<file path="src/hdl/wsth_pkg.sv">
`default_nettype none
package wsth_pkg;

  // table size; ids and counts are reported in five bits whatever the size
  localparam int MAX_WINDOWS = 16;
  localparam int IDX_W = (MAX_WINDOWS > 1) ? $clog2(MAX_WINDOWS) : 1;
  localparam int ID_W = 5;

  localparam logic [IDX_W-1:0] LAST_IDX = IDX_W'(MAX_WINDOWS - 1);
  localparam logic [ID_W-1:0] COUNT_MAX = {ID_W{1'b1}};

  // operation codes carried in the func field
  localparam logic [1:0] FUNC_CREATE  = 2'd0;
  localparam logic [1:0] FUNC_DESTROY = 2'd1;
  localparam logic [1:0] FUNC_FOCUS   = 2'd2;
  localparam logic [1:0] FUNC_HIT     = 2'd3;

  typedef struct packed {
    logic [1:0]         func;
    logic [4:0]         window_num;
    logic signed [15:0] pos_x;
    logic signed [15:0] pos_y;
    logic [14:0]        size_w;
    logic [14:0]        size_h;
  } in_item_t;

  typedef struct packed {
    logic [4:0] answer_id;
    logic       success;
    logic [4:0] focus_id;
    logic [4:0] open_windows;
  } out_item_t;

  typedef struct packed {
    logic signed [15:0] left;
    logic signed [15:0] top;
    logic [14:0]        width;
    logic [14:0]        height;
  } rect_t;

  // datapath operations issued by the controller
  typedef enum logic [2:0] {
    OP_NONE,
    OP_CREATE,
    OP_CREATE_FAIL,
    OP_DESTROY,
    OP_FOCUS,
    OP_HIT,
    OP_MISS
  } dp_op_t;

  typedef struct packed {
    logic             load;
    logic             rd_en;
    logic [IDX_W-1:0] idx;
    dp_op_t           op;
    logic             out_load;
  } cmd_t;

  typedef struct packed {
    logic [1:0] func;
    logic       slot_free;
    logic       hit;
    logic       out_free;
  } stat_t;

endpackage
`default_nettype wire

</file>
<file path="src/hdl/wsth_ctrl.sv">
`default_nettype none
module wsth_ctrl import wsth_pkg::*; (
  input  wire logic  clk,
  input  wire logic  rst_n,
  input  wire logic  in_valid,
  output logic       in_stall,
  input  wire stat_t stat,
  output cmd_t       cmd
);

  typedef enum logic [2:0] {
    ST_IDLE,
    ST_EXEC,
    ST_CREATE,
    ST_HIT,
    ST_HIT_LAST,
    ST_RESULT
  } state_t;

  state_t           state_r, state_nxt;
  logic [IDX_W-1:0] cnt_r, cnt_nxt;

  assign in_stall = (state_r != ST_IDLE);

  always_comb begin
    state_nxt    = state_r;
    cnt_nxt      = cnt_r;
    cmd          = '0;
    cmd.op       = OP_NONE;
    cmd.idx      = cnt_r;
    case (state_r)
      ST_IDLE: begin
        if (in_valid) begin
          cmd.load  = 1'b1;
          state_nxt = ST_EXEC;
        end
      end
      ST_EXEC: begin
        case (stat.func)
          FUNC_CREATE: begin
            cnt_nxt   = '0;
            state_nxt = ST_CREATE;
          end
          FUNC_DESTROY: begin
            cmd.op    = OP_DESTROY;
            state_nxt = ST_RESULT;
          end
          FUNC_FOCUS: begin
            cmd.op    = OP_FOCUS;
            state_nxt = ST_RESULT;
          end
          default: begin
            cnt_nxt   = LAST_IDX;
            state_nxt = ST_HIT;
          end
        endcase
      end
      ST_CREATE: begin
        // lowest free slot wins
        if (stat.slot_free) begin
          cmd.op    = OP_CREATE;
          state_nxt = ST_RESULT;
        end else if (cnt_r == LAST_IDX) begin
          cmd.op    = OP_CREATE_FAIL;
          state_nxt = ST_RESULT;
        end else begin
          cnt_nxt = cnt_r + 1'b1;
        end
      end
      ST_HIT: begin
        // read slot cnt while the slot read last cycle is compared
        cmd.rd_en = 1'b1;
        if (stat.hit) begin
          cmd.op    = OP_HIT;
          state_nxt = ST_RESULT;
        end else if (cnt_r == '0) begin
          state_nxt = ST_HIT_LAST;
        end else begin
          cnt_nxt = cnt_r - 1'b1;
        end
      end
      ST_HIT_LAST: begin
        cmd.op    = stat.hit ? OP_HIT : OP_MISS;
        state_nxt = ST_RESULT;
      end
      ST_RESULT: begin
        if (stat.out_free) begin
          cmd.out_load = 1'b1;
          state_nxt    = ST_IDLE;
        end
      end
      default: begin
        state_nxt = ST_IDLE;
      end
    endcase
  end

  always_ff @(posedge clk) begin
    if (!rst_n) begin
      state_r <= ST_IDLE;
      cnt_r   <= '0;
    end else begin
      state_r <= state_nxt;
      cnt_r   <= cnt_nxt;
    end
  end

endmodule
`default_nettype wire

</file>
<file path="src/hdl/wsth_dp.sv">
`default_nettype none
module wsth_dp import wsth_pkg::*; (
  input  wire logic     clk,
  input  wire logic     rst_n,
  input  wire in_item_t in_data,
  input  wire cmd_t     cmd,
  output stat_t         stat,
  output logic          out_valid,
  input  wire logic     out_stall,
  output out_item_t     out_data
);

  function automatic logic [ID_W-1:0] id_of(input logic [IDX_W-1:0] idx);
    id_of = ID_W'(32'(idx) + 32'd1);
  endfunction

  in_item_t               item_r;
  logic [MAX_WINDOWS-1:0] used_r;
  logic [ID_W-1:0]        focused_r;
  logic [ID_W-1:0]        open_r;
  rect_t                  rect_mem [MAX_WINDOWS];
  rect_t                  rd_data_r;
  logic [IDX_W-1:0]       rd_slot_r;
  logic                   rd_used_r;
  logic                   rd_pend_r;
  logic [ID_W-1:0]        ans_r;
  logic                   ok_r;
  out_item_t              out_r;
  logic                   out_valid_r;

  logic [IDX_W-1:0] num_idx;
  logic             num_hit;
  logic             out_free;
  logic             inside_x, inside_y;
  logic signed [17:0] px, py, x0, y0, x1, y1;

  // window number names a used slot
  assign num_idx = IDX_W'(item_r.window_num - 5'd1);
  assign num_hit = (item_r.window_num != '0) &&
                   (32'(item_r.window_num) <= MAX_WINDOWS) && used_r[num_idx];

  // half-open containment, exact in 18 bits
  assign px = 18'(item_r.pos_x);
  assign py = 18'(item_r.pos_y);
  assign x0 = 18'(rd_data_r.left);
  assign y0 = 18'(rd_data_r.top);
  assign x1 = x0 + $signed({3'b000, rd_data_r.width});
  assign y1 = y0 + $signed({3'b000, rd_data_r.height});
  assign inside_x = (px >= x0) && (px < x1);
  assign inside_y = (py >= y0) && (py < y1);

  assign out_free = !out_valid_r || !out_stall;

  assign stat.func      = item_r.func;
  assign stat.slot_free = !used_r[cmd.idx];
  assign stat.hit       = rd_pend_r && rd_used_r && inside_x && inside_y;
  assign stat.out_free  = out_free;

  assign out_valid = out_valid_r;
  assign out_data  = out_r;

  // table state and handshake
  always_ff @(posedge clk) begin
    if (!rst_n) begin
      used_r      <= '0;
      focused_r   <= '0;
      open_r      <= '0;
      rd_pend_r   <= 1'b0;
      out_valid_r <= 1'b0;
    end else begin
      rd_pend_r <= cmd.rd_en;
      case (cmd.op)
        OP_CREATE: begin
          used_r[cmd.idx] <= 1'b1;
          focused_r       <= id_of(cmd.idx);
          if (open_r != COUNT_MAX) begin
            open_r <= open_r + 1'b1;
          end
        end
        OP_DESTROY: begin
          if (num_hit) begin
            used_r[num_idx] <= 1'b0;
            if (open_r != '0) begin
              open_r <= open_r - 1'b1;
            end
            if (focused_r == item_r.window_num) begin
              focused_r <= '0;
            end
          end
        end
        OP_FOCUS: begin
          if (num_hit) begin
            focused_r <= item_r.window_num;
          end
        end
        default: begin
        end
      endcase
      if (cmd.out_load) begin
        out_valid_r <= 1'b1;
      end else if (out_valid_r && !out_stall) begin
        out_valid_r <= 1'b0;
      end
    end
  end

  // payload, rectangle store and result
  always_ff @(posedge clk) begin
    if (cmd.load) begin
      item_r <= in_data;
    end
    if (cmd.op == OP_CREATE) begin
      rect_mem[cmd.idx] <= '{left: item_r.pos_x, top: item_r.pos_y,
                             width: item_r.size_w, height: item_r.size_h};
    end
    if (cmd.rd_en) begin
      rd_data_r <= rect_mem[cmd.idx];
      rd_used_r <= used_r[cmd.idx];
      rd_slot_r <= cmd.idx;
    end
    case (cmd.op)
      OP_CREATE: begin
        ans_r <= id_of(cmd.idx);
        ok_r  <= 1'b1;
      end
      OP_DESTROY, OP_FOCUS: begin
        ans_r <= '0;
        ok_r  <= num_hit;
      end
      OP_HIT: begin
        ans_r <= id_of(rd_slot_r);
        ok_r  <= 1'b1;
      end
      OP_CREATE_FAIL, OP_MISS: begin
        ans_r <= '0;
        ok_r  <= 1'b0;
      end
      default: begin
      end
    endcase
    if (cmd.out_load) begin
      out_r.answer_id    <= ans_r;
      out_r.success      <= ok_r;
      out_r.focus_id     <= focused_r;
      out_r.open_windows <= open_r;
    end
  end

endmodule
`default_nettype wire

</file>
<file path="src/hdl/window_slot_table_hit_test_core.sv">
`default_nettype none
// Window slot table with hit test.
// Input channel in_valid / in_stall / in_data carries one operation item:
// create, destroy, set focus or hit test. Output channel out_valid /
// out_stall / out_data returns exactly one result item per operation, in order.
// One item is worked on at a time; in_stall is high from acceptance until the
// result has been moved into the output register.
// Create tests one slot per cycle, from slot 0 upward, and takes the lowest free
// slot. Hit test scans from the highest slot downward and answers with the first
// used slot whose rectangle contains the point, or a miss; the scan reads the
// rectangle store one slot per cycle through its single registered read port.
// The next item is accepted once the result is in the output register.
// When the receiver stalls, the finished item waits in the output register and
// a new item is still taken and worked on; its result is held until the output
// register frees.
// Synchronous active-low reset empties the table, clears focus and the open
// count and drops any pending result. Rectangles are not cleared: the scan reads
// unused slots too, but their rectangles never count as a hit.
module window_slot_table_hit_test_core import wsth_pkg::*; (
  input  wire logic     clk,
  input  wire logic     rst_n,
  input  wire logic     in_valid,
  output logic          in_stall,
  input  wire in_item_t in_data,
  output logic          out_valid,
  input  wire logic     out_stall,
  output out_item_t     out_data
);

  cmd_t  cmd;
  stat_t stat;

  // sequencer: dispatch, slot scans, result hand-off
  wsth_ctrl u_ctrl (
    .clk      (clk),
    .rst_n    (rst_n),
    .in_valid (in_valid),
    .in_stall (in_stall),
    .stat     (stat),
    .cmd      (cmd)
  );

  // slot table, rectangle store, containment compare and output register
  wsth_dp u_dp (
    .clk       (clk),
    .rst_n     (rst_n),
    .in_data   (in_data),
    .cmd       (cmd),
    .stat      (stat),
    .out_valid (out_valid),
    .out_stall (out_stall),
    .out_data  (out_data)
  );

endmodule
`default_nettype wire
</file>
<file path="config.mk">
export PLATFORM = sky130hd
export DESIGN_NAME = window_slot_table_hit_test_core
export DESIGN_NICKNAME = d
export VERILOG_FILES = /design/src/hdl/wsth_pkg.sv /design/src/hdl/wsth_ctrl.sv /design/src/hdl/wsth_dp.sv /design/src/hdl/window_slot_table_hit_test_core.sv
export SDC_FILE = /design/constraint.sdc
export NUM_CORES = 1
export LEC_CHECK = 0
export BUFFER_PORTS_ARGS = -buffer_cell sky130_fd_sc_hd__buf_2
export CELL_PAD_IN_SITES_DETAIL_PLACEMENT = 0
export CELL_PAD_IN_SITES_GLOBAL_PLACEMENT = 1
export CORE_AREA = 2 2 348 350
export CTS_CLUSTER_DIAMETER = 120
export CTS_CLUSTER_SIZE = 25
export DETAILED_ROUTE_END_ITERATION = 8
export DIE_AREA = 0 0 350 352
export PLACE_DENSITY = 0.71
export SYNTH_ARGS = -nofsm -noshare
export SYNTH_HDL_FRONTEND = slang
export SYNTH_SLANG_ARGS = --single-unit
export TNS_END_PERCENT = 100
</file>
<file path="constraint.sdc">
create_clock -name clk -period 13.78 [get_ports clk]
set_input_delay 1.378 -clock clk [delete_from_list [all_inputs] [get_ports clk]]
set_output_delay 1.378 -clock clk [all_outputs]
set_load 0.02 [all_outputs]
</file>
Word-level counts from Yosys, hierarchy flattened
Memories as Yosys holds them, arrays and structs flattened. A register that Yosys moved wholly into a read port is not among the register bits.
Index checks and enable logic that the tools add are counted.
{"block": "totals", "ff_bits": 131, "ram_bits": 992, "input_bits": 73, "wordCells": 157, "memories": 1}
{"name": "u_dp.rect_mem", "words": 16, "width": 62, "rd": 1, "rd_clocked_by_memory_dff": 1, "wr": 1, "line": "wsth_dp.sv:21", "rtl": "rect_t rect_mem [MAX_WINDOWS];"}
{"block": "classes", "n_addsub": 9, "n_lt_le_gt_ge": 9, "eq_ne": 30, "n_mux": 49, "bitwise": 3, "n_reduce_logical": 35}
{"operator": "adder 16 x 16 -> 17 bit", "count": 2}
{"operator": "less-than comparator 16 x 17 -> 1 bit", "count": 2}
{"operator": "greater-or-equal comparator 16 bit", "count": 2}
{"operator": "one-hot mux 16 bit (2 select lines)", "count": 1}
{"operator": "2-to-1 mux 5 bit", "count": 6}
{"operator": "one-hot mux 5 bit (3 select lines)", "count": 2}
{"operator": "2-to-1 mux 3 bit", "count": 8}
{"operator": "one-hot mux 3 bit (6 select lines)", "count": 1}
{"operator": "bitwise AND 16 bit", "count": 1}
{"operator": "2-to-1 mux 16 bit", "count": 1}
{"operator": "2-to-1 mux 4 bit", "count": 4}
{"operator": "inverter 16 bit", "count": 1}
{"operator": "bitwise OR 16 bit", "count": 1}
{"operator": "== test 3 bit (second input constant)", "count": 5}
{"operator": "nonzero test 3 bit", "count": 5}
{"operator": "!= test 2 x 1 -> 1 bit (second input constant)", "count": 7}
{"operator": "2-to-1 mux 1 bit", "count": 13}
{"operator": "== test 3 x 2 -> 1 bit (second input constant)", "count": 4}
{"operator": "one-hot mux 3 bit (2 select lines)", "count": 2}
{"operator": "one-hot mux 3 bit (4 select lines)", "count": 1}
{"operator": "one-hot mux 4 bit (3 select lines)", "count": 1}
{"operator": "AND reduction 4 bit", "count": 3}
{"operator": "adder 4 x 1 -> 5 bit (second input constant)", "count": 2}
{"operator": "logical AND 1 bit", "count": 10}
{"operator": "33 further kinds", "count": 50}

Logic depth before layout (Yosys ltp)
Gate-level depths: netlist (run 1).
{"block": "logic_depth", "depth_word": 10, "ltp_mapped": 31}

Cells and area by module
A second synthesis (run 1) with hierarchy kept.
{"block": "unflattened", "hier_cells": 2278, "area_unflattened_um2": 47606.9}
{"mod": "wsth_dp", "n_inst": 1, "cells_per_inst": 2190, "area_each_um2": 46872.5, "seq_area_each_um2": 35093.7}
{"mod": "wsth_ctrl", "n_inst": 1, "cells_per_inst": 88, "area_each_um2": 734.5, "seq_area_each_um2": 140.1}

Worst setup path after synthesis (run 1)
Ideal clock, no wire load.
{"block": "synth_timing", "path_kind": "register to register", "from": "register u_dp.rd_data_r[30] (netlist name)", "to": "memory u_dp.rect_mem[0][0] (netlist bit), enable pin", "setup_time_ns": 0.635, "arrival_ns": 11.196, "required_ns": 13.145, "path_slack_ns": 1.949, "path_stages_with_launch": 24, "n_path_buf": 1, "cell_sequence": "edfxtp_1 > ha_1 > fa_1 > a21o_1 > a21oi_1 > o21bai_1 > a21oi_1 > o21bai_1 > a41o_1 > o21a_1 > a41oi_1 > o31ai_1 > ha_1 > o21a_1 > a2111oi_0 > o22ai_1 > or4_4 > o311a_1 > o32ai_4 > ha_1 > inv_1 > or2_2 > buf_2 > nor4_1"}
{"block": "synth_between", "elab_chain_cells": 9, "elab_cells_between_ends": 11, "classes_between": "1 x add/sub; 2 x order compare; 1 x eq/ne; 5 x mux; 2 x reduce/logical"}
{"item": "adder 16 x 16 -> 17 bit", "line": "wsth_dp.sv:48", "rtl": "assign y1 = y0 + $signed({3'b000, rd_data_r.height});"}
{"item": "less-than comparator 16 x 17 -> 1 bit", "line": "wsth_dp.sv:50", "rtl": "assign inside_y = (py >= y0) && (py < y1);"}
{"item": "logical AND 1 bit *", "line": "wsth_dp.sv:50"}
{"item": "logical AND 1 bit *", "line": "wsth_dp.sv:56", "rtl": "assign stat.hit = rd_pend_r && rd_used_r && inside_x && inside_y;"}
{"item": "2-to-1 mux 2 bit or 2-to-1 mux 3 bit (tied branches)", "line": "wsth_ctrl.sv:83, wsth_ctrl.sv:73"}
{"item": "one-hot mux 3 bit (4 select lines) *", "line": "wsth_ctrl.sv:31", "rtl": "case (state_r)"}
{"item": "== test 3 x 1 -> 1 bit *", "line": "wsth_dp.sv:112", "rtl": "if (cmd.op == OP_CREATE) begin"}
{"item": "2-to-1 mux 1 bit *", "line": "wsth_dp.sv:112"}
{"item": "2-to-1 mux 1 bit (not written as such) *", "line": "wsth_dp.sv:113", "rtl": "rect_mem[cmd.idx] <= '{left: item_r.pos_x, top: item_r.pos_y,"}
{"item": "end, declared", "line": "wsth_dp.sv:21"}
Every way passes the cells marked *; elsewhere a longest branch is shown, timed or not.

Worst setup path in the final report (run 1)
{"block": "layout_timing", "from": "register u_dp.rd_data_r[30] (netlist name)", "to": "memory u_dp.rect_mem[10][54] (netlist bit), enable pin"}
{"block": "layout_between", "elab_chain_cells": 9, "elab_cells_between_ends": 11, "classes_between": "1 x add/sub; 2 x order compare; 1 x eq/ne; 5 x mux; 2 x reduce/logical"}
{"item": "adder 16 x 16 -> 17 bit", "line": "wsth_dp.sv:48"}
{"item": "less-than comparator 16 x 17 -> 1 bit", "line": "wsth_dp.sv:50"}
{"item": "logical AND 1 bit *", "line": "wsth_dp.sv:50"}
{"item": "logical AND 1 bit *", "line": "wsth_dp.sv:56"}
{"item": "2-to-1 mux 2 bit or 2-to-1 mux 3 bit (tied branches)", "line": "wsth_ctrl.sv:83, wsth_ctrl.sv:73"}
{"item": "one-hot mux 3 bit (4 select lines) *", "line": "wsth_ctrl.sv:31"}
{"item": "== test 3 x 1 -> 1 bit *", "line": "wsth_dp.sv:112"}
{"item": "2-to-1 mux 1 bit *", "line": "wsth_dp.sv:112"}
{"item": "2-to-1 mux 1 bit (not written as such) *", "line": "wsth_dp.sv:113"}
Marked as above.

==> impl_metrics.sql, run 1 <==
INSERT INTO impl_metrics (metric_group, metric, value, unit) VALUES
('setup_path', 'setup.worst_path.start_class', 'flop', ''),
('grt', 'grt_start_max_net_pins', '145', ''),
('logic_synthesis', 'synth.net_count', '2431', ''),
('placement', 'place.gp.congestion', '0.841', ''),
('clock_tree', 'clock-sinks', '1185', ''),
('power', 'power.sequential.fraction', '55.1', '%'),
('final_layout', 'final_core_utilization', '43.1', '%'),
('logic_synthesis', 'synth_enable_flop_cells', '1150', ''),
('floorplanning', 'die_width', '350', 'um'),
('clock_tree', 'inserted_clock_buffers', '54', ''),
('power', 'cellPowerDensity', '166', 'nW/um2'),
('clock_tree', 'cts.repair_timing.setup_buffer_count', '0', ''),
('grt', 'via_count_of_the_first_global_routing_pass', '22957', ''),
('final_layout', 'n_antenna_cell', '0', ''),
('setup_path', 'cp.arrival', '8.58', 'ns'),
('grt', 'gr-total-overflow', '0', ''),
('power', 'power.internal', '6.10', 'mW'),
('logic_synthesis', 'async_s_r_ff_share_synth', '0', '%'),
('setup_path', 'timing.critical_path.to_type', 'flop', ''),
('sta', 'slew_violations', '0', ''),
('logic_synthesis', 'synth.lib_cells_used.distinct', '83', ''),
('job', 'max_cap_viol_count', '0', ''),
('sta', 'tightest_slew', '1.19', 'ns'),
('clock_tree', 'insertion_delay', '0.68', 'ns'),
('final_layout', 'drive_above_1_share', '23.5', '%'),
('sta', 'fin_tns_setup', '0', 'ns'),
('logic_synthesis', 'yosysWarnings', '0', ''),
('route', 'drtIter0Drc', '2328', ''),
('power', 'max-vdd-ir-drop', '0.125', 'mV'),
('logic_synthesis', 'ys_seq_elements', '1185', ''),
('run_status', 'outcome', 'complete, no violations', ''),
('floorplanning', 'floorplan.core_area', '119000', 'um2'),
('final_layout', 'syn_to_final_growth', '8.33', '%'),
('clock_tree', 'cts.root.buffer_cell', 'sky130_fd_sc_hd__clkbuf_16', ''),
('sta', 'grt_setup_unrepaired', 'false', ''),
('logic_synthesis', 'synth_cells', '2238', ''),
('floorplanning', 'die-height', '352', 'um'),
('clock_tree', 'tritoncts_clock_tree', 'done', ''),
('grt', 'grt_pass1_wl', '152', 'mm'),
('route', 'detail_route.first_pass.iterations', '7', ''),
('route', 'routed_wirelength', '102', 'mm'),
('route', 'drt-wirelength-per-cell', '25.7', 'um'),
('setup_path', 'critPathKind', 'flop to flop', ''),
('route', 'postRouteAntennaNets', '0', ''),
('grt', 'total_routing_usage_gr', '16.4', '%'),
('clock_tree', 'clk_path_buf_depth', '3', ''),
('clock_tree', 'post_cts_hold_buffer_count', '0', ''),
('sta', 'setup_viol', '0', ''),
('floorplanning', 'initial_core_util', '39.8', '%'),
('placement', 'cell_area_placed', '50000', 'um2'),
('logic_synthesis', 'post_synth.cell_area_avg', '21.2', 'um2'),
('setup_path', 'critical_path_peak_fanout', '35', ''),
('route', 'detail_route.drc_violations', '0', ''),
('grt', 'number_of_antenna_violations_at_the_first_check_in_global_routing', '3', ''),
('route', 'route.vias.total', '22087', ''),
('power', 'total_switching_power', '2.47', 'mW'),
('placement', 'dp.final_hpwl', '59.5', 'mm'),
('hold_path', 'hold_path_class', 'flop to flop', ''),
('placement', 'io_buffers', '90', ''),
('sta', 'worst_clock_skew', '0.0262', 'ns'),
('power', 'power.combinational.fraction', '23.9', '%'),
('floorplanning', 'pin_count', '91', ''),
('sta', 'period_share', '60.0', '%'),
('sta', 'max_clock_freq', '121', 'MHz'),
('sta', 'relative_slew_margins', '20.3', '%'),
('power', 'total_leakage_power', '15.9', 'nW'),
('clock_tree', 'cts.repair.resized', '0', ''),
('floorplanning', 'floorplan.die_area', '123000', 'um2'),
('power', 'power.share.switching', '28.8', '%'),
('final_layout', 'nets', '2526', ''),
('clock_tree', 'cts.htree.levels', '2', ''),
('setup_path', 'worst_ep_required_time', '14.09', 'ns'),
('sta', 'finalWorstPathRequiredPeriod', '8.27', 'ns'),
('final_layout', 'fin_area', '51500', 'um2'),
('power', 'share_clk_of_total_power', '20.9', '%'),
('clock_tree', 'clock_transition_at_the_registers_of_the_reported_paths', '0.11', 'ns'),
('logic_synthesis', 'netlist_area', '47500', 'um2'),
('sta', 'finalHoldViolCount', '0', ''),
('logic_synthesis', 'synth_top_flop_cell', 'sky130_fd_sc_hd__edfxtp_1', ''),
('floorplanning', 'placementRows', '127', ''),
('route', 'via_per_inst', '5.58', ''),
('logic_synthesis', 'synth.yosys.seq_area_share', '74.1', '%');
==> state kept, by name, indices dropped and copies added (netlist names), 4 cells and up <==
register / cells
u_dp.rd_data_r: 62
u_dp.ans_r: 5
u_dp.open_r: 5
u_dp.rect_mem: 992
u_dp.out_data: 16
u_dp.focused_r: 5
u_ctrl.cnt_r: 4
u_dp.item_r: 67
u_dp.rd_slot_r: 4
u_dp.used_r: 16
==> path summary, 6_finish.rpt <==
| kind | from | endpoint | slack [ns] | cells past startpoint |
|---|---|---|---|---|
| max reg2reg | u_dp.rd_data_r[30]$_DFFE_PP_ | u_dp.rect_mem[10][54]$_DFFE_PP_ | 5.51 | 22 |
| min | u_dp.ans_r[0]$_DFFE_PP_ | u_dp.out_data[11]$_DFFE_PP_ | 0.43 | 0 |
| min reg2reg | u_dp.ans_r[0]$_DFFE_PP_ | u_dp.out_data[11]$_DFFE_PP_ | 0.43 | 0 |
| max | u_dp.rd_data_r[30]$_DFFE_PP_ | u_dp.rect_mem[10][54]$_DFFE_PP_ | 5.51 | 22 |
==> power by group through the flow <==
stage	combinational (mW)	clock (mW)	sequential (mW)
floorplan	1.53	0	4.65
global placement	2.06	0	4.79
detailed placement	2.09	0	4.81
CTS	2.10	1.85	4.73
global route	2.22	1.95	4.77
finish	2.05	1.79	4.73
==> kinds of logic (layout without fill, tap and decap cells) <==
group | Yosys count | in the layout | synth area share, %
flip-flops | 1185 | 1185 | 74.1
multiplexers | 328 | 328 | 15.3
AO/OA/AOI/OAI | 204 | 204 | 3.04
AND/OR/NAND/NOR | 202 | 202 | 2.21
buffers and inverters | 157 | 264 | 1.30
adder cells (fa/ha/maj) | 120 | 120 | 3.22
XOR/XNOR | 42 | 42 | 0.774
==> cell usage after synthesis (15+ instances only) <==
master | number | area, um2
sky130_fd_sc_hd__nor2_1 | 43 | 161
sky130_fd_sc_hd__o21ai_0 | 21 | 105
sky130_fd_sc_hd__clkbuf_1 | 66 | 248
sky130_fd_sc_hd__ha_1 | 116 | 1450
sky130_fd_sc_hd__mux4_2 | 319 | 7180
sky130_fd_sc_hd__a21oi_1 | 66 | 330
sky130_fd_sc_hd__nor3_1 | 16 | 80.1
sky130_fd_sc_hd__nand3_1 | 26 | 130
sky130_fd_sc_hd__edfxtp_1 | 1150 | 34500
sky130_fd_sc_hd__xor2_1 | 15 | 131
sky130_fd_sc_hd__dfxtp_1 | 35 | 701
sky130_fd_sc_hd__nand2_1 | 47 | 176
sky130_fd_sc_hd__inv_1 | 70 | 263
sky130_fd_sc_hd__xnor2_1 | 27 | 236
==> per-layer routing <==
metal | vias to the layer above | GRT usage, % | part of all wire, %
met4 | 0 | 2.49 | 1.2
met2 | 619 | 27.1 | 49
met3 | 76 | 2.18 | 4.9
met1 | 11924 | 23.9 | 45
met5 | - | 0 | 0
li1 | 9468 | - | -
==> critical path: stages, from the launching register on <==
cell,delay [ns]
sky130_fd_sc_hd__edfxtp_1,0.43
sky130_fd_sc_hd__ha_1,0.24
sky130_fd_sc_hd__fa_1,0.41
sky130_fd_sc_hd__a21o_1,0.18
sky130_fd_sc_hd__a21oi_1,0.23
sky130_fd_sc_hd__o21bai_1,0.10
sky130_fd_sc_hd__a21oi_1,0.26
sky130_fd_sc_hd__o21bai_1,0.13
sky130_fd_sc_hd__a41o_1,0.30
sky130_fd_sc_hd__o21a_1,0.22
sky130_fd_sc_hd__a41oi_1,0.28
sky130_fd_sc_hd__o31ai_1,0.13
sky130_fd_sc_hd__ha_1,0.31
sky130_fd_sc_hd__o21a_1,0.12
sky130_fd_sc_hd__a2111oi_0,0.41
sky130_fd_sc_hd__o22ai_1,0.24
sky130_fd_sc_hd__or4_4,0.51
sky130_fd_sc_hd__o311a_1,0.35
sky130_fd_sc_hd__o32ai_4,0.39
sky130_fd_sc_hd__ha_1,0.43
sky130_fd_sc_hd__nand3_1,0.44
sky130_fd_sc_hd__nor2_4,1.04
sky130_fd_sc_hd__buf_4,0.70
==> cell usage in the layout, fill, tap and decap left out, drive strengths merged, types with 7 or more instances in the layout <==
cell type,Yosys,final
edfxtp,1150,1150
nand4,10,10
o21ai,28,28
nor3,17,17
xor2,15,15
mux2i,8,8
o31ai,9,9
and2,8,8
ha,116,116
nand2b,7,7
mux4,319,319
xnor2,27,27
inv,72,73
buf,19,124
a21oi,66,66
nor4,8,8
nand3,26,26
nor2,44,44
nor2b,7,7
dfxtp,35,35
nand2,48,48
clkbuf,66,62
o21a,7,7
a211oi,11,11
a21o,11,11
a32o,13,13
==> cell type report <==
type / count / area (um2)
fill: 10093 / 67900
sequential: 1185 / 35200
multi-input combinational: 896 / 11800
tap: 1612 / 2020
clock buffer: 62 / 1380
timing repair buffer: 124 / 731
inverter: 72 / 274
clock inverter: 6 / 65.1
==> per-stage QoR <==
stage                     hold WS [ns]  std cells  setup WS [ns]  power (mW)
after floorplan                  0.400       2238           1.95        6.18
after global placement           0.414       3889           5.71        6.85
after detailed placement         0.416       3889           5.50        6.91
after CTS                        0.440       3957           5.48        8.69
after global routing             0.442       3957           5.08        8.95
final                            0.434       3957           5.51        8.57
Note: power is estimated with default switching activity, not from simulation.
==> run 2, diff against run 1 <==
Clock period 13.78 ns to 8 ns, I/O delays scaled along.
==> run 2 against run 1 <==
Combinational power up 77%. Die area unchanged. Sequential power up 73%. Worst hold slack worse by 0.13 ns. Global-route usage up 0.37 points. Clock power up 72%. Total power up 73%. Clock skew up 0.012 ns.
==> impl_metrics.sql, run 2 (same netlist as run 1, synthesis figures left out) <==
INSERT INTO impl_metrics (metric_group, metric, value, unit) VALUES
('route', 'route.vias.total', '22242', ''),
('placement', 'place.gp.congestion', '0.783', ''),
('clock_tree', 'cts.repair.resized', '0', ''),
('placement', 'dp_cells', '3907', ''),
('job', 'max_cap_viol_count', '0', ''),
('floorplanning', 'die_width', '350', 'um'),
('sta', 'grt_setup_unrepaired', 'false', ''),
('sta', 'fin_tns_setup', '0', 'ns'),
('sta', 'post_route_hold_slack', '0.302', 'ns'),
('setup_path', 'worst_ep_required_time', '8.35', 'ns'),
('power', 'total_leakage_power', '16.1', 'nW'),
('clock_tree', 'tritoncts_clock_tree', 'done', ''),
('power', 'max-vdd-ir-drop', '0.189', 'mV'),
('sta', 'tightest_slew', '1.12', 'ns'),
('hold_path', 'whs_endpoint', 'u_dp.item_r[54]$_DFFE_PP_', ''),
('sta', 'worst_clock_skew', '0.0385', 'ns'),
('sta', 'max_clock_freq', '134', 'MHz'),
('final_layout', 'registers.top_by_ff_count', 'u_dp.rect_mem', ''),
('final_layout', 'syn_to_final_growth', '9.52', '%'),
('sta', 'finalWorstPathRequiredPeriod', '7.45', 'ns'),
('placement', 'io_buffers', '90', ''),
('floorplanning', 'placementRows', '127', ''),
('clock_tree', 'post_cts_hold_buffer_count', '0', ''),
('final_layout', 'drive_above_1_share', '24.1', '%'),
('route', 'via_per_inst', '5.59', ''),
('sta', 'finalHoldViolCount', '0', ''),
('grt', 'grt_start_max_net_pins', '131', ''),
('grt', 'number_of_antenna_violations_at_the_first_check_in_global_routing', '5', ''),
('final_layout', 'final_common_cell', 'sky130_fd_sc_hd__edfxtp_1', ''),
('setup_path', 'worst_r2r_endpoint', 'u_dp.rect_mem[4][26]$_DFFE_PP_', ''),
('setup_path', 'cp.arrival', '7.80', 'ns'),
('floorplanning', 'die-height', '352', 'um'),
('route', 'drt-wirelength-per-cell', '26.1', 'um'),
('clock_tree', 'cts.htree.levels', '2', ''),
('placement', 'dp.final_hpwl', '61.5', 'mm'),
('route', 'detail_route.first_pass.iterations', '5', ''),
('clock_tree', 'clk_path_buf_depth', '3', ''),
('clock_tree', 'clock_transition_at_the_registers_of_the_reported_paths', '0.10', 'ns'),
('hold_path', 'min_from', 'in_data[54]', ''),
('sta', 'period_share', '93.1', '%'),
('setup_path', 'critical_path_peak_fanout', '26', ''),
('setup_path', 'critical_path.reg2reg.startpoint', 'u_dp.rd_data_r[30]$_DFFE_PP_', ''),
('route', 'detail_route.drc_violations', '0', ''),
('hold_path', 'hold_path_class', 'input pin to flop', ''),
('clock_tree', 'cts.root.buffer_cell', 'sky130_fd_sc_hd__clkbuf_16', ''),
('route', 'drtIter0Drc', '2275', ''),
('clock_tree', 'cts.repair_timing.setup_buffer_count', '0', ''),
('setup_path', 'cp-startpoint', 'u_dp.rd_data_r[30]$_DFFE_PP_', ''),
('setup_path', 'timing.critical_path.to_type', 'flop', ''),
('hold_path', 'holdPathStages', '1', ''),
('final_layout', 'top_regs', 'u_dp.rect_mem: 992 flops, u_dp.item_r: 67 flops, u_dp.rd_data_r: 62 flops', ''),
('sta', 'setup_viol', '0', ''),
('grt', 'total_routing_usage_gr', '16.8', '%'),
('grt', 'via_count_of_the_first_global_routing_pass', '22904', ''),
('placement', 'cell_area_placed', '50600', 'um2'),
('final_layout', 'largest_register_ff_count', '992', ''),
('floorplanning', 'floorplan.core_area', '119000', 'um2'),
('floorplanning', 'pin_count', '91', ''),
('setup_path', 'timing.reg2reg.setup_slack', '0.55', 'ns'),
('clock_tree', 'inserted_clock_buffers', '54', ''),
('setup_path', 'setup.worst_path.start_class', 'flop', ''),
('floorplanning', 'initial_core_util', '39.8', '%'),
('route', 'postRouteAntennaNets', '0', ''),
('final_layout', 'mostFrequentLayoutCells', 'sky130_fd_sc_hd__edfxtp_1, sky130_fd_sc_hd__mux4_2, sky130_fd_sc_hd__ha_1', ''),
('placement', 'place_ws', '0.626', 'ns'),
('sta', 'setup_ws', '0.552', 'ns'),
('setup_path', 'critPathKind', 'flop to flop', ''),
('clock_tree', 'insertion_delay', '0.67', 'ns'),
('clock_tree', 'clock-sinks', '1185', ''),
('route', 'routed_wirelength', '104', 'mm'),
('final_layout', 'layoutNonFillerInstCount', '3977', ''),
('sta', 'relative_slew_margins', '25.6', '%'),
('final_layout', 'fin_area', '52000', 'um2'),
('final_layout', 'nets', '2544', ''),
('grt', 'grt_pass1_wl', '154', 'mm'),
('sta', 'slew_violations', '0', ''),
('floorplanning', 'floorplan.die_area', '123000', 'um2'),
('run_status', 'outcome', 'complete, no violations', ''),
('setup_path', 'timing.reg2reg.worst_path_depth', '24', ''),
('grt', 'gr-total-overflow', '0', ''),
('power', 'cellPowerDensity', '286', 'nW/um2');
## run 2: routing by layer
layer | global-route usage [%] | share of wire [%]
met1 | 24.9 | 45
met2 | 27.0 | 48
met3 | 2.45 | 6.0
met4 | 2.66 | 1.2
met5 | 0 | 0
## run 2: critical path, cell delays in order, from the launching register on
cell and delay (ns):
sky130_fd_sc_hd__edfxtp_1 0.42, sky130_fd_sc_hd__ha_1 0.24, sky130_fd_sc_hd__fa_1 0.41, sky130_fd_sc_hd__a21o_1 0.17, sky130_fd_sc_hd__a21oi_1 0.23, sky130_fd_sc_hd__o21bai_1 0.09
sky130_fd_sc_hd__a21oi_1 0.22, sky130_fd_sc_hd__o21bai_1 0.12, sky130_fd_sc_hd__a41o_1 0.29, sky130_fd_sc_hd__o21a_1 0.23, sky130_fd_sc_hd__a41oi_1 0.26, sky130_fd_sc_hd__o31ai_1 0.11
sky130_fd_sc_hd__ha_1 0.30, sky130_fd_sc_hd__o21a_1 0.11, sky130_fd_sc_hd__a2111oi_0 0.46, sky130_fd_sc_hd__o22ai_1 0.29, sky130_fd_sc_hd__or4_4 0.53, sky130_fd_sc_hd__o311a_1 0.34
sky130_fd_sc_hd__o32ai_4 0.39, sky130_fd_sc_hd__ha_1 0.24, sky130_fd_sc_hd__inv_1 0.05, sky130_fd_sc_hd__or2_2 0.49, sky130_fd_sc_hd__nor2b_1 0.31, sky130_fd_sc_hd__and2_4 0.53
sky130_fd_sc_hd__buf_12 0.24
## run 2: cell type report
| class | count | area, um2 |
|---|---|---|
| antenna | 2 | 5.00 |
| clock buffer | 62 | 1380 |
| clock inverter | 6 | 85.1 |
| fill | 10078 | 67300 |
| inverter | 72 | 274 |
| multi-input combinational | 896 | 11800 |
| sequential | 1185 | 35200 |
| tap | 1612 | 2020 |
| timing repair buffer | 142 | 1220 |
## run 2: where the power goes
group | switching [mW] | leakage [nW] | total (mW) | internal [mW]
Sequential | 0.563 | 10.7 | 8.16 | 7.60
Clock | 1.83 | 0.710 | 3.07 | 1.25
Combinational | 1.93 | 4.70 | 3.63 | 1.70
Total | 4.32 | 16.1 | 14.9 | 10.5
## run 2: metrics by stage
stage	util (%)	power, mW
2_1_floorplan	-	10.6
3_3_place_gp	42.4	11.9
3_5_place_dp	42.4	12.0
4_1_cts	43.6	15.0
5_1_grt	43.6	15.5
6_report	43.6	14.9
## run 2: worst max-delay path by stage
| stage | end | slack [ns] | cells past startpoint |
|---|---|---|---|
| finish | u_dp.rect_mem[4][26]$_DFFE_PP_ | 0.55 | 24 |
| global route | u_dp.rect_mem[5][11]$_DFFE_PP_ | 0.05 | 24 |
| CTS | u_dp.rect_mem[4][0]$_DFFE_PP_ | 0.58 | 24 |
| detailed placement | u_dp.rect_mem[4][37]$_DFFE_PP_ | 0.63 | 24 |
| global placement | u_dp.rect_mem[7][10]$_DFFE_PP_ | 0.60 | 24 |
| floorplan | u_dp.rect_mem[0][0]$_DFFE_PP_ | -1.22 | 23 |
